<file path="src/hw/rtl/strs_pkg.sv">
// Shared types and constants for the segment tree range-sum block.
// Depends on nothing; every other file of the block imports it.
package strs_pkg;

  localparam int SUM_BITS   = 42;   // width of every tree node and of a result
  localparam int COUNT_BITS = 11;   // element_count register
  localparam int INDEX_BITS = 10;   // element and query index fields
  localparam int ADDR_BITS  = 3;    // configuration byte address
  localparam int DATA_BITS  = 32;   // configuration data

  // request kinds
  localparam logic KIND_LOAD = 1'b0;

  // register index (byte address / 4)
  localparam logic REG_ELEMENT_COUNT = 1'b0;

  // walk phase of one stack frame
  localparam logic [1:0] PH_LEFT  = 2'd0;
  localparam logic [1:0] PH_RIGHT = 2'd1;
  localparam logic [1:0] PH_DONE  = 2'd2;

  typedef struct packed {
    logic load;         // write one element from the request ports
    logic latch_query;  // capture the query bounds
    logic init_build;   // put the root frame on the stack, clear the running sum
    logic init_query;
    logic clear_sum;    // empty range: result is zero
    logic step;         // advance the walk by one frame action
    logic read_done;    // memory data is back: fold it in and pop
    logic build_mode;   // walk builds the tree rather than querying it
  } strs_cmd_t;

  typedef struct packed {
    logic need_read;    // top frame wants a memory word
    logic pop_now;      // top frame finishes in this cycle
    logic at_root;      // stack holds only the root frame
    logic empty;        // clipped query range is empty
  } strs_status_t;

endpackage

</file>
<file path="src/hw/rtl/strs_ctrl.sv">
// Controller of the range-sum block: request acceptance, build and query
// sequencing, result strobe. Depends on strs_pkg; drives strs_dpath.
module strs_ctrl (
  input  logic                   clk,
  input  logic                   rst_n,
  input  logic                   start,
  input  logic                   kind,
  input  logic                   cfg_wr,
  input  strs_pkg::strs_status_t st,
  output strs_pkg::strs_cmd_t    cmd,
  output logic                   busy,
  output logic                   out_valid
);
  import strs_pkg::*;

  localparam logic [2:0] S_IDLE   = 3'd0;
  localparam logic [2:0] S_BSTART = 3'd1;
  localparam logic [2:0] S_BWALK  = 3'd2;
  localparam logic [2:0] S_BWAIT  = 3'd3;
  localparam logic [2:0] S_QSTART = 3'd4;
  localparam logic [2:0] S_QWALK  = 3'd5;
  localparam logic [2:0] S_QWAIT  = 3'd6;

  logic [2:0] state_r, state_nxt;
  logic       stale_r, stale_nxt;
  logic       valid_r, valid_nxt;

  always_comb begin
    cmd       = '0;
    state_nxt = state_r;
    stale_nxt = stale_r;
    valid_nxt = 1'b0;
    unique case (state_r)
      S_IDLE: begin
        if (start) begin
          if (kind == KIND_LOAD) begin
            cmd.load  = 1'b1;
            stale_nxt = 1'b1;
          end else begin
            cmd.latch_query = 1'b1;
            state_nxt       = stale_r ? S_BSTART : S_QSTART;
          end
        end
      end
      S_BSTART: begin
        cmd.init_build = 1'b1;
        cmd.build_mode = 1'b1;
        stale_nxt      = 1'b0;
        state_nxt      = S_BWALK;
      end
      S_BWALK: begin
        cmd.step       = 1'b1;
        cmd.build_mode = 1'b1;
        if (st.need_read) begin
          state_nxt = S_BWAIT;
        end else if (st.pop_now && st.at_root) begin
          state_nxt = S_QSTART;
        end
      end
      S_BWAIT: begin
        cmd.read_done  = 1'b1;
        cmd.build_mode = 1'b1;
        state_nxt      = st.at_root ? S_QSTART : S_BWALK;
      end
      S_QSTART: begin
        if (st.empty) begin
          cmd.clear_sum = 1'b1;
          valid_nxt     = 1'b1;
          state_nxt     = S_IDLE;
        end else begin
          cmd.init_query = 1'b1;
          state_nxt      = S_QWALK;
        end
      end
      S_QWALK: begin
        cmd.step = 1'b1;
        if (st.need_read) begin
          state_nxt = S_QWAIT;
        end else if (st.pop_now && st.at_root) begin
          valid_nxt = 1'b1;
          state_nxt = S_IDLE;
        end
      end
      S_QWAIT: begin
        cmd.read_done = 1'b1;
        if (st.at_root) begin
          valid_nxt = 1'b1;
          state_nxt = S_IDLE;
        end else begin
          state_nxt = S_QWALK;
        end
      end
      default: begin
        state_nxt = S_IDLE;
      end
    endcase
    if (cfg_wr) begin
      stale_nxt = 1'b1;
    end
  end

  always_ff @(posedge clk) begin
    if (!rst_n) begin
      state_r <= S_IDLE;
      stale_r <= 1'b1;
      valid_r <= 1'b0;
    end else begin
      state_r <= state_nxt;
      stale_r <= stale_nxt;
      valid_r <= valid_nxt;
    end
  end

  assign busy      = (state_r != S_IDLE);
  assign out_valid = valid_r;

  a_strobe_when_idle: assert property (@(posedge clk) disable iff (!rst_n)
    valid_r |-> (state_r == S_IDLE))
    else $error("result strobe outside idle");

  a_fresh_only_by_build: assert property (@(posedge clk) disable iff (!rst_n)
    $fell(stale_r) |-> ($past(state_r) == S_BSTART))
    else $error("tree marked fresh without a build");

  a_bwait_after_walk: assert property (@(posedge clk) disable iff (!rst_n)
    (state_r == S_BWAIT) |-> ($past(state_r) == S_BWALK))
    else $error("build read wait not issued by walk");

  a_qwait_after_walk: assert property (@(posedge clk) disable iff (!rst_n)
    (state_r == S_QWAIT) |-> ($past(state_r) == S_QWALK))
    else $error("query read wait not issued by walk");

endmodule

</file>
<file path="config.mk">
export PLATFORM = sky130hd
export DESIGN_NAME = strs_ctrl
export DESIGN_NICKNAME = d
export VERILOG_FILES = /design/src/hw/rtl/strs_pkg.sv /design/src/hw/rtl/strs_ctrl.sv
export SDC_FILE = /design/constraint.sdc
export NUM_CORES = 1
export LEC_CHECK = 0
export BUFFER_PORTS_ARGS = -buffer_cell sky130_fd_sc_hd__buf_2
export CORE_AREA = 4 4 41 43
export DETAILED_ROUTE_END_ITERATION = 16
export DIE_AREA = 0 0 45 47
export PLACE_DENSITY = 0.65
export SLEW_MARGIN = 15
export SYNTH_ARGS = -nofsm -noshare
export SYNTH_HDL_FRONTEND = slang
export SYNTH_SLANG_ARGS = --single-unit
</file>
<file path="constraint.sdc">
create_clock -name clk -period 1.8 [get_ports clk]
set_input_delay 0.27 -clock clk [delete_from_list [all_inputs] [get_ports clk]]
set_output_delay 0.27 -clock clk [all_outputs]
set_load 0.01 [all_outputs]
</file>
=== Word-level counts from Yosys, hierarchy flattened ===
Cells that the tools add are included.

* Equal/unequal tests: 11
* Multiplexer cells: 29
* Bitwise operators: 1
* Reductions and logical operators: 10

{| class="wikitable"
|+ Operators by type and width
! operator !! count
|-
| $mux 3 || 10
|-
| $pmux 3 s7 || 1
|-
| $mux 1 || 13
|-
| $eq 3x3->1 const B || 3
|-
| $eq 3x2->1 const B || 2
|-
| $mux 2 || 3
|-
| $ne 2x2->1 const B || 3
|-
| $ne 3x3->1 const B || 2
|-
| $reduce_or 2->1 || 3
|-
| $reduce_and 4->1 || 1
|-
| $eq 3x1->1 const B || 1
|-
| $logic_not 3->1 || 1
|-
| $pmux 1 s3 || 1
|-
| $reduce_and 3->1 || 1
|-
| $reduce_bool 3->1 || 1
|-
| $reduce_or 3->1 || 1
|-
| $pmux 1 s2 || 1
|-
| $reduce_bool 2->1 || 1
|-
| $logic_and 1x1->1 || 1
|-
| $not 1->1 || 1
|}

* Flip-flop bits (word level): 5
* Bits of input ports: 9
* Output and inout bits: 10
* Word-level logic and storage cells: 54

=== Longest topological paths before layout ===
Gate-level depths: netlist (run 1).

* Depth after elaboration: 4
* Depth in mapped cells: 5
* Depth with buffers taken out: 4

=== Worst setup path after synthesis (run 1) ===
No wires, ideal clock.

* Path kind: register to output
* From: register state_r[2]
* To: output cmd[4] in the netlist's numbering
* Arrival: 1.170 ns
* Required time: 1.530 ns
* Slack: 0.360 ns
* Stages on the path, launching flop included: 4
* Path buffers: 1
* Path through: dfxtp_1 > clkbuf_1 > inv_1 > nor4_1

{| class="wikitable"
|+ RTL lines
! what !! line !! source
|-
| start, declared || strs_ctrl.sv:24 || <nowiki>logic [2:0] state_r, state_nxt;</nowiki>
|-
| start signal, assigned || strs_ctrl.sv:108 || <nowiki>state_r <= state_nxt;</nowiki>
|-
| end, declared || strs_ctrl.sv:10 || <nowiki>output strs_pkg::strs_cmd_t cmd,</nowiki>
|}

==> flow_summary.yaml, run 1 <==
run_status:
  status: "finished, final reports clean"
floorplanning:
  die_w_um: 45
  core_sq_um: 1300
  start_util: 0.288
  die_area_sq_um: 2120
  rows: 13
  fp.dieH_um: 47
  num_io_pins: 19
detailed_routing:
  vias: 446
  wire_per_inst_um: 11.2
  routed_wirelength_um: 985
  drt_iter0_drc: 11
  drc: 0
  drtPass1Iterations: 4
  wl_met2_um: 439
  ant_nets: 0
  dr_wl_met3_um: 103
  met1_length_um: 442
  vias_per_cell: 5.07
  highest_layer: "met3"
synth:
  yosysSeqAreaShare: 0.268
  synth.cell_area_sq_um: 374
  synth-edff-count: 0
  synthTopCellsByArea: "dfxtp_1 27%, a221o_1 5.4%, mux2i_1 5.4%, nand2_1 5.0%, and3b_1 4.7%"
  syn_inst: 50
  avgSynthCellArea_sq_um: 7.48
  ys_seq_elements: 5
  synth.distinct_cells: 28
  synthArstFlopShare: 0
  synth_warnings: 0
  synth_top_area_cell: "dfxtp_1"
  yosysTopAreaCellShare: 0.268
  synth_fp_nets: 59
  ys.flop_type: "dfxtp_1"
  yosys-top-cells-count: "5 x dfxtp_1, 5 x nand2_1, 4 x nor2_1"
critical_path:
  cp.arrival_ps: 1370
  start_kind: "flip-flop"
  critPathCaptureType: "primary output"
  cp_max_fo: 11
  cp.required_ps: 1530
  crit_type: "reg2out"
clock_network:
  ctsResizeCount: 0
  clk_pin_slew_worst_paths_ps: 40
  cts_root_buffer: "clkbuf_4"
  cts_max_path_buffers: 2
  cts_tree: "done"
  hold_buffers: 0
  cts_buffers: 3
  clkLatencyLatePin_ps: 230
  htreeDepth: 1
  cts_setup_buffers: 0
  clkSinkCount: 5
timing:
  rsz0062_at_grt: "no"
  setup_ws_ps: 156
  maxClockFrequency_mhz: 608
  period_needed_ps: 1640
  timing.hold.ws_ps: 222
  fin_worst_skew_ps: 1.08
  period_share: 0.913
  maxSlewViolCount: 0
  setup_viol: 0
  setup-tns-final_ps: 0
  worst_pin_slew_ps: 336
  max_slew_margin: 0.773
  hold_viol: 0
placement:
  numPortBuffers: 18
  dp_slack_ps: 311
  place.gp.congestion: 0.757
  dp_cells: 84
  dpl-instance-area_sq_um: 502
  hpwlAfterDp_um: 765
final_layout:
  multi_input_area_sq_um: 251
  antenna_cells: 0
  fin_nets: 83
  fin_area_sq_um: 528
  final_cell_count_no_fill: 88
  regArea_sq_um: 100
  syn_to_final_growth_pct: 41.1
  fin_util: 0.406
  drive_gt1_frac: 0.342
  fillerInstances: 158
global_routing:
  grt_max_degree: 13
  grt_pass1_wl_mm: 1.62
  antenna_found_initial: 0
  grt_pass1_vias: 425
  grt_util_all_layers: 0.103
  grt_remaining_overflow: 0
power_and_ir_drop:
  p_sw_frac: 0.424
  combPwrFrac: 0.646
  p_switching_uw: 334
  finalPower_uw: 788
  p_seq_frac: 0.198
  power_density_nw_per_um2: 1490
  p_leak_nw: 0.266
  p_int_uw: 454
  vdd_drop_max_v: 0.000594
  power.clock.fraction: 0.156
job:
  cap_violations: 0
hold_path:
  worstHoldPathType: "in2reg"
==> per-layer routing <==
layer  global-route usage  vias to the layer above
met5                    0                        -
met4               0.0292                        0
met3               0.0498                        0
met2                0.155                       22
met1                0.130                      191
li1                     -                      233
==> layout by cell type (no fill, tap or decap) <==
master and count:
buf_4 4, and2_1 1, a21boi_1 1, a31oi_1 1, nand2b_1 1, clkbuf_1 1
inv_1 3, nor4_1 1, nor2_1 4, clkbuf_4 3, or3b_1 1, xor2_1 1
nand3_1 1, o21ai_0 2, and3b_1 2, a221o_1 2, o22ai_1 2, buf_2 18
dfxtp_1 5, nand3b_1 2, mux2i_1 2, a32oi_1 1, nor3_1 2, or2_0 1
nor2b_1 1, nand2_1 5, o311ai_0 1, a21oi_1 1, and3_1 2, o32a_1 1
==> power groups by stage <==
stage / logic, mW / registers [mW] / clock network (mW)
floorplan: 0.315 / 0.160 / 0
global route: 0.566 / 0.161 / 0.140
global placement: 0.503 / 0.156 / 0
CTS: 0.510 / 0.156 / 0.130
finish: 0.509 / 0.156 / 0.123
detailed placement: 0.508 / 0.158 / 0
==> final cells by class <==
cell class,instances,share of cell area
clock buffer,4,0.0498
inverter,3,0.0213
multi-input combinational,39,0.476
sequential,5,0.190
tap,15,0.0355
timing repair buffer,22,0.227
==> flip-flops by register name, indices dropped and copies added, names as in the netlist <==
name and flops:
state_r 3, out_valid 1, stale_r 1
==> critical path, stage by stage, from the launching register on <==
cell     delay, ps
dfxtp_1        310
buf_4          170
nor3_1         290
and3b_1        230
buf_2          130
==> cells by family after synthesis <==
family,after synthesis,synth area share
flops,5,0.268
mux,2,0.0535
buf+inv,6,0.0602
compound gates,12,0.237
xor+xnor,1,0.0234
simple gates,24,0.358
==> final timing paths <==
kind                                              start                       to  slack, ps  cells past startpoint
worst min-delay path                             cfg_wr     stale_r$_SDFFE_PP1P_        220                      2
worst min register to register     stale_r$_SDFFE_PP1P_     stale_r$_SDFFE_PP1P_        500                      2
worst max register to register  state_r[0]$_SDFFE_PN0P_  state_r[0]$_SDFFE_PN0P_        310                      4
worst max-delay path            state_r[0]$_SDFFE_PN0P_                   cmd[7]        160                      4
Note: power is estimated with default switching activity, not from simulation.
==> run 2: changes to the inputs <==
--- a/config.mk
+++ b/config.mk
@@ -9,6 +9,7 @@
 export CORE_AREA = 4 4 41 43
 export DETAILED_ROUTE_END_ITERATION = 16
 export DIE_AREA = 0 0 45 47
+export GPL_TIMING_DRIVEN = 0
 export PLACE_DENSITY = 0.65
 export SLEW_MARGIN = 15
 export SYNTH_ARGS = -nofsm -noshare
==> flow_summary.yaml, run 2 (synthesized netlist as in run 1, its figures left out) <==
clock_network:
  cts_tree: "done"
  cts_setup_buffers: 0
  htreeDepth: 1
  cts_max_path_buffers: 2
  clkLatencyLatePin_ps: 240
  clk_pin_slew_worst_paths_ps: 40
  hold_buffers: 0
  clkSinkCount: 5
  cts_buffers: 3
  cts_root_buffer: "clkbuf_4"
final_layout:
  largest_register_ffs: 3
  final_cell_count_no_fill: 87
  fin_area_sq_um: 523
  final_common_cell: "buf_2"
  largest-register: "state_r"
  fin_nets: 82
  antenna_cells: 0
  fin_util: 0.402
  fillerInstances: 145
  drive_gt1_frac: 0.333
  final_cell_mix: "19 x buf_2, 5 x nand2_1, 5 x dfxtp_1"
  syn_to_final_growth_pct: 39.8
detailed_routing:
  vias: 444
  routed_wirelength_mm: 1.02
  drtPass1Iterations: 3
  ant_nets: 0
  drt_iter0_drc: 12
  wire_per_inst_um: 11.7
  drc: 0
  vias_per_cell: 5.10
timing:
  maxClockFrequency_mhz: 598
  period_share: 0.929
  max_slew_margin: 0.691
  setup_viol: 0
  maxSlewViolCount: 0
  period_needed_ps: 1670
  timing.hold.ws_ps: 215
  rsz0062_at_grt: "no"
  setup-tns-final_ps: 0
  hold_viol: 0
  worst_pin_slew_ps: 464
  fin_worst_skew_ps: 0.445
placement:
  hpwlAfterDp_um: 774
  numPortBuffers: 18
  dpl-instance-area_sq_um: 483
  dp_cells: 83
  place.gp.congestion: 0.754
critical_path:
  cp.arrival_ps: 1400
  cp.required_ps: 1530
  slowest_delay_ps: 360
  rrSetupSlack_ps: 240
  crit_type: "reg2out"
  r2r-start: "state_r[0]$_SDFFE_PN0P_"
  cp_max_fo: 10
  slowest_stage: "dfxtp_1"
  reg2reg_to: "state_r[0]$_SDFFE_PN0P_"
  start_kind: "flip-flop"
  endpoint: "cmd[4]"
  critPathLaunch: "state_r[2]$_SDFFE_PN0P_"
  reg2reg_depth: 4
  critPathCaptureType: "primary output"
  crit_chain: "buf_2, inv_1, nor4_1, buf_2"
  cp_common_cell: "buf_2"
floorplanning:
  rows: 13
  num_io_pins: 19
  die_w_um: 45
  core_sq_um: 1300
  fp.dieH_um: 47
  die_area_sq_um: 2120
  start_util: 0.288
global_routing:
  grt_pass1_vias: 433
  antenna_found_initial: 0
  grt_util_all_layers: 0.115
  grt_pass1_wl_mm: 1.75
  grt_remaining_overflow: 0
  grt_max_degree: 11
power_and_ir_drop:
  vdd_drop_max_v: 0.000560
  power_density_nw_per_um2: 1480
  p_leak_nw: 0.260
hold_path:
  worstHoldPathType: "in2reg"
job:
  cap_violations: 0
run_status:
  status: "finished, final reports clean"
-- run 2: repair_timing --
item | in CTS | in global routing
gates resized for setup | 2 | 3
setup endpoints to repair | 3 | 5
pin swaps | 0 | 1
-- run 2: metal layers --
metal | track usage | vias to the layer above | routed length, um
met1 | 0.132 | 196 | 474
met4 | 0.0526 | 0 | 0
met3 | 0.0690 | 0 | 97
met2 | 0.169 | 18 | 449
li1 | - | 230 | -
met5 | 0 | - | 0
-- run 2: worst min path at each step --
stage / to / slack [ps] / cells after the start / start
after global placement: stale_r$_SDFFE_PP1P_ / 460 / 2 / cfg_wr
after floorplan: stale_r$_SDFFE_PP1P_ / 350 / 1 / rst_n
after global routing: stale_r$_SDFFE_PP1P_ / 220 / 2 / cfg_wr
final: stale_r$_SDFFE_PP1P_ / 220 / 2 / cfg_wr
after CTS: stale_r$_SDFFE_PP1P_ / 210 / 2 / cfg_wr
after detailed placement: stale_r$_SDFFE_PP1P_ / 460 / 2 / cfg_wr
-- run 2: metrics by stage --
stage | power [mW] | worst slack [ps]
after floorplan | 0.474 | 360
after global placement | 0.604 | 235
after detailed placement | 0.614 | 208
after CTS | 0.762 | 76.2
after global routing | 0.856 | 1.84
final | 0.773 | 128
-- run 2: final cells by class --
cell class              instances  area [sq um]  share of cell area
multi-input cells              39           263               0.502
flip-flops and latches          5           100               0.191
repair buffers                 18          90.1               0.172
clock buffers                   4          26.3              0.0502
well taps                      15          18.8              0.0359
plain buffers                   3          13.8              0.0263
inverters                       3          11.3              0.0215
-- run 2: power breakdown --
group	internal, mW	leakage, nW	switching [mW]
sequential	0.141	0.0408	0.0299
combinational	0.206	0.205	0.266
clock	0.0839	0.0150	0.0468
-- run 2: worst max-delay path: cells and delay by family (launching register included) --
kind                   cells  cell delay (ps)
DFF                        1              360
buffers and inverters      3              560
and+or+nand+nor            1              240
